===== src/nnis_divider.sv =====
module nnis_divider #(
  parameter int W = 9
) (
  input  logic         clk,
  input  logic         rst,
  input  logic         start,
  input  logic [W-1:0] num,
  input  logic [W-1:0] den,
  output logic         busy,
  output logic [W-1:0] quot,
  output logic [W-1:0] rem
);

  localparam int CNT_W = $clog2(W + 1);

  logic [W-1:0]     shreg;      // dividend bits shift out, quotient bits shift in
  logic [W-1:0]     divisor;
  logic [W-1:0]     partial;
  logic [CNT_W-1:0] count;
  logic [W:0]       trial;
  logic             fits;

  assign trial = {partial, shreg[W-1]};
  assign fits  = (trial >= {1'b0, divisor});

  always_ff @(posedge clk) begin
    if (rst) begin
      busy    <= 1'b0;
      count   <= '0;
      shreg   <= W'(1);      // reset dims are equal: quotient one, remainder zero
      partial <= '0;
      divisor <= W'(1);
    end else if (start) begin
      busy    <= 1'b1;
      count   <= CNT_W'(W);
      shreg   <= num;
      partial <= '0;
      divisor <= den;
    end else if (busy) begin
      partial <= fits ? W'(trial - {1'b0, divisor}) : trial[W-1:0];
      shreg   <= {shreg[W-2:0], fits};
      count   <= count - CNT_W'(1);
      if (count == CNT_W'(1)) begin
        busy <= 1'b0;
      end
    end
  end

  assign quot = shreg;
  assign rem  = partial;

endmodule


===== config.mk =====
export PLATFORM = sky130hd
export DESIGN_NAME = nnis_divider
export DESIGN_NICKNAME = d
export VERILOG_FILES = /design/src/nnis_divider.sv
export SDC_FILE = /design/constraint.sdc
export NUM_CORES = 1
export LEC_CHECK = 0
export ABC_AREA = 1
export BUFFER_PORTS_ARGS = -buffer_cell sky130_fd_sc_hd__buf_2
export CORE_MARGIN = 3
export CORE_UTILIZATION = 49
export DETAILED_ROUTE_END_ITERATION = 8
export HOLD_SLACK_MARGIN = 0.06
export PLACE_DENSITY = 0.77
export SKIP_LAST_GASP = 1
export SLEW_MARGIN = 20
export SYNTH_ARGS = -nofsm -noshare
export SYNTH_HDL_FRONTEND = slang
export SYNTH_SLANG_ARGS = --single-unit

===== constraint.sdc =====
create_clock -name clk -period 1.7 [get_ports clk]
set_input_delay 0.085 -clock clk [delete_from_list [all_inputs] [get_ports clk]]
set_output_delay 0.085 -clock clk [all_outputs]
set_load 0.03 [all_outputs]

* Yosys cells after proc, flatten, opt, wreduce, memory -nomap -nowiden *
Cells that the tools add are included.

word-level totals
  register bits after elaboration = 32
  word-level logic and storage cells = 20

operators by class
  magnitude comparators = 1
  eq/ne operators = 1
  mux-type cells = 8
  reduce and logical (&&, ||, !) cells = 2
  $add $sub $neg = 2

operator list
  kind                                                  number
  2-to-1 mux 9 bit                                      3
  greater-or-equal comparator 10 x 9 -> 1 bit           1
  subtractor 9 bit                                      1
  2-to-1 mux 4 bit                                      2
  equality test 4 x 1 -> 1 bit (second input constant)  1
  subtractor 4 x 1 -> 4 bit (second input constant)     1
  2-to-1 mux 1 bit                                      3
  nonzero test 2 bit                                    1
  OR reduction 2 bit                                    1

* Longest topological paths before layout *
  depth after elaboration = 4
  mapped depth = 13
  mapped depth without buffers = 13

* Worst setup path after synthesis *
No wires, ideal clock.

  kind = register -> register
  from = reg shreg[8], in the netlist quot[8]
  to = reg partial[8], in the netlist rem[8]
  period minus slack after synthesis = 1823 ps
  path slack = -123 ps
  cell stages (with the launch flop) = 12
  data required time = 1628 ps
  data arrival time = 1751 ps
  path through = dfxtp_1 -> inv_1 -> ha_1 -> inv_1 -> fa_1 -> nand2_1 -> nand3_2 -> nand2_4 -> nand2_4 -> nand2_1 -> nand3_1 -> a21oi_1

on the way
  longest elaborated chain between the ends = 2
  elaborated cells between the ends (all ways) = 3
  classes of those cells = 1 x add/sub; 1 x order compare; 1 x mux

RTL lines
  element                                                                                 line    RTL
  from (decl)                                                                             16      logic [W-1:0] shreg;
  from (signal assigned)                                                                  36      shreg <= num;
  from (signal assigned)                                                                  41      shreg <= {shreg[W-2:0], fits};
  subtractor 9 bit / greater-or-equal comparator 10 x 9 -> 1 bit (equally long branches)  40, 24
  2-to-1 mux 9 bit (*)                                                                    40      partial <= fits ? W'(trial - {1'b0, divisor}) : trial[W-1:0];
  to (signal assigned)                                                                    40
  to (decl)                                                                               18      logic [W-1:0] partial;

Mark *: on every way between the ends. The rest lies on a longest branch, timed or not.
A chain may end at the register's enable or synchronous reset.

* Worst setup path in the final report *
  from = reg shreg[8], in the netlist quot[8]
  to = reg partial[6], in the netlist rem[6]

Same word-level chain as after synthesis.

==> key figures <==
Status
  – Outcome: finished with violations
  – Failing checks: negative setup slack

Placed design
  – PortBufs: 39
  – RePlAce Congestion: approximately 0.86
  – DP Cell Count: 355
  – Final HPWL DP: 3480 µm

Power
  – Peak supply drop: 0.616 mV
  – Final Power: 0.00209 W
  – Leak: around 1.2 nW
  – Power density over the cells: 814 nW/µm²

Routing
  – Vias: around 2000
  – Detailed-router iteration count before antenna repair: 5
  – Initial DRC Count: 120
  – Drt drc: 0
  – Avg WL per Cell: 14.2 µm
  – Routed wire length: 5330 µm
  – Post-route ant nets: 0
  – Number of vias per cell: ~5.3

Clock network
  – Clock Latency Late Sink: 0.29 ns
  – Cts bufs inserted: 5
  – Clk sink count: 32
  – Htree depth: 2
  – TritonCTS clock tree: built
  – CTS clk-pin slew, worst paths: 0.07 ns
  – CTS root buf: clkbuf_8
  – Longest Clk Path Bufs: 2

Yosys
  – Post-synth top flop: dfxtp_1
  – Post-Syn Instances: 262
  – Yosys reg bits: 32
  – Synth warn: 0
  – Synthesized cell area: 1870 µm²
  – Cell variety after synth: 29
  – Synth async-reset ratio: 0
  – Dominant cell by count in the synthesized netlist: nand2_1
  – Post-synth EDFFs: 0
  – Area share of the largest cell type after synthesis: 0.342
  – Area leader, netlist: dfxtp_1
  – Syn nets: a little under 300
  – Post-synth top cells: 58 x nand2_1, 43 x inv_1, 32 x dfxtp_1
  – Syn Area/Cell: 7.14 µm²
  – Top cells by area, synth: dfxtp_1 34%, nand2_1 12%, inv_1 8.6%
  – Seq/Total Area, Yosys: 0.342

Timing
  – Final Hold Viols: 0
  – Worst-Margin Slew: 0.472 ns
  – RSZ-0062 raised after global routing: true
  – Setup TNS: -0.0832 ns
  – Clk_skew: 0.00289 ns
  – Period minus WS final: 1.76 ns
  – Final worst slack: -0.0595 ns
  – Slew Viols, Final: 0
  – Final setup viols: 4
  – Fin crit share: 1.03
  – Rel. slew slack: 0.685
  – Fmax: between 500 and 600 MHz

Worst setup path
  – Critical Path Max Stage Delay: 0.38 ns
  – WP buf/inv: 4
  – Worst path required time: around 1.9 ns
  – Crit start category: flop
  – Critical Path Fanout Max: 3
  – Worst path cell trace: inv_2 > ha_4 > inv_2 > fa_2 > nand2_2 > buf_4 > buf_4 > nand4_1 > nand2_1 > nand2_1 > nand3_1 > a21oi_1
  – CP arrival: between 1.5 and 2 ns
  – Slowest cell on the critical path: fa_2
  – Delay-heaviest family, CP: adder cells
  – CP Capture Type: flop
  – Setup CP Type: flop to flop

Die
  – Die area: 4590 µm²
  – FP Rows: 21
  – IO Count: 40
  – Initial core utilization: 0.535
  – Die height: 67.8 µm
  – Core Region: 3490 µm²
  – Die width: around 68 µm

Cells and area
  – Final #Nets: 360
  – Synth-to-Final Area Change: 37.1%
  – Non-filler cells, final: ~370
  – Antenna cells: 0
  – Fill cells: 263
  – Layout cells sized above 1: 0.354

Flow run
  – Max Cap Viol: 0

Hold path
  – Hold/Removal Path Class: input port to flop

Global route
  – Gr usage total: 0.234
  – Wire length of the first global-routing pass: 8000 µm
  – Largest net degree at the start of global routing: 20
  – Grt total ovfl: 0
  – Initial antenna violation count: 0
  – Vias in the first global route: approximately 1900
==> placed cells by master (no fill, tap or decap), types with 7 or more instances in the layout <==
cell type	Yosys	final
o21ai_0	17	17
nor2_1	9	8
nand3_1	19	17
inv_1	43	39
nand2_1	58	52
a21oi_1	23	21
buf_2	3	39
dfxtp_2	0	8
nand2_2	5	11
buf_4	0	20
nand3b_1	7	7
ha_4	0	7
dfxtp_1	32	24
inv_2	2	7
==> tightest hold or removal path: cells and delay by family <==
| kind | cells | cell delay (ns) |
|---|---|---|
| AOI/OAI and AO/OA | 2 | 0.17 |
| buffers and inverters | 1 | 0.07 |
==> per-layer routing <==
layer | track usage | share of wire | up-vias
met5 | 0 | 0 | -
met4 | 0.109 | 0.017 | 0
met3 | 0.0682 | 0.070 | 10
met2 | 0.390 | 0.49 | 77
met1 | 0.275 | 0.42 | 922
li1 | - | - | 985
==> repair_timing <==
action | 4_1_cts | 5_1_grt
hold endpoints to repair | 3 | 0
buffers inserted | 4 | 4
gates resized for setup | 8 | 23
pin swaps | 10 | 13
setup endpoints to repair | 9 | 10
hold buffers | 3 | 0
==> logic make-up (layout without fill, tap and decap cells) <==
| logic type | Yosys count | count (layout) | synth area share |
|---|---|---|---|
| flops | 32 | 32 | 0.342 |
| fa+ha+maj | 12 | 12 | 0.0843 |
| buf+inv | 53 | 119 | 0.114 |
| xor+xnor | 3 | 3 | 0.0140 |
| compound gates | 52 | 52 | 0.159 |
| simple gates | 110 | 110 | 0.286 |
==> worst paths after layout <==
kind / from / end / slack (ns) / depth (start not counted)
worst max-delay path: quot[8] / rem[6] / -0.06 / 12
worst min-delay path: den[2] / divisor[2] / 0.08 / 3
worst max register to register: quot[8] / rem[6] / -0.06 / 12
worst min register to register: divisor[6] / divisor[6] / 0.47 / 2
==> where the power goes <==
part / internal, W / switching [W] / total [W]
logic: 0.000261 / 0.000380 / 0.000641
registers: 0.000799 / 0.0000306 / 0.000829
clock network: 0.000330 / 0.000287 / 0.000617
==> stage by stage <==
stage / worst slack (ns) / utilization / instance area (µm²) / hold slack, ns
2_1_floorplan: 0.000425 / - / 1880 / 0.154
3_3_place_gp: 0.0379 / 0.629 / 2200 / 0.298
3_5_place_dp: -0.0362 / 0.629 / 2200 / 0.306
4_1_cts: 0.00116 / 0.694 / 2420 / 0.0675
5_1_grt: -0.144 / 0.734 / 2560 / 0.0770
6_report: -0.0595 / 0.734 / 2560 / 0.0772
==> final cells by class <==
cell class | instances | area, µm² | share of cell area
sequential | 32 | 651 | 0.254
inverter | 47 | 176 | 0.0688
clock buffer | 8 | 90.1 | 0.0351
timing repair buffer | 64 | 415 | 0.162
multi-input combinational | 177 | 1170 | 0.458
tap | 46 | 57.6 | 0.0224
==> flip-flops by register name, summed over array words and instances (netlist names) <==
name,count
busy,1
count,4
rem,9
divisor,9
quot,9
(Power assumes the default switching activity.)
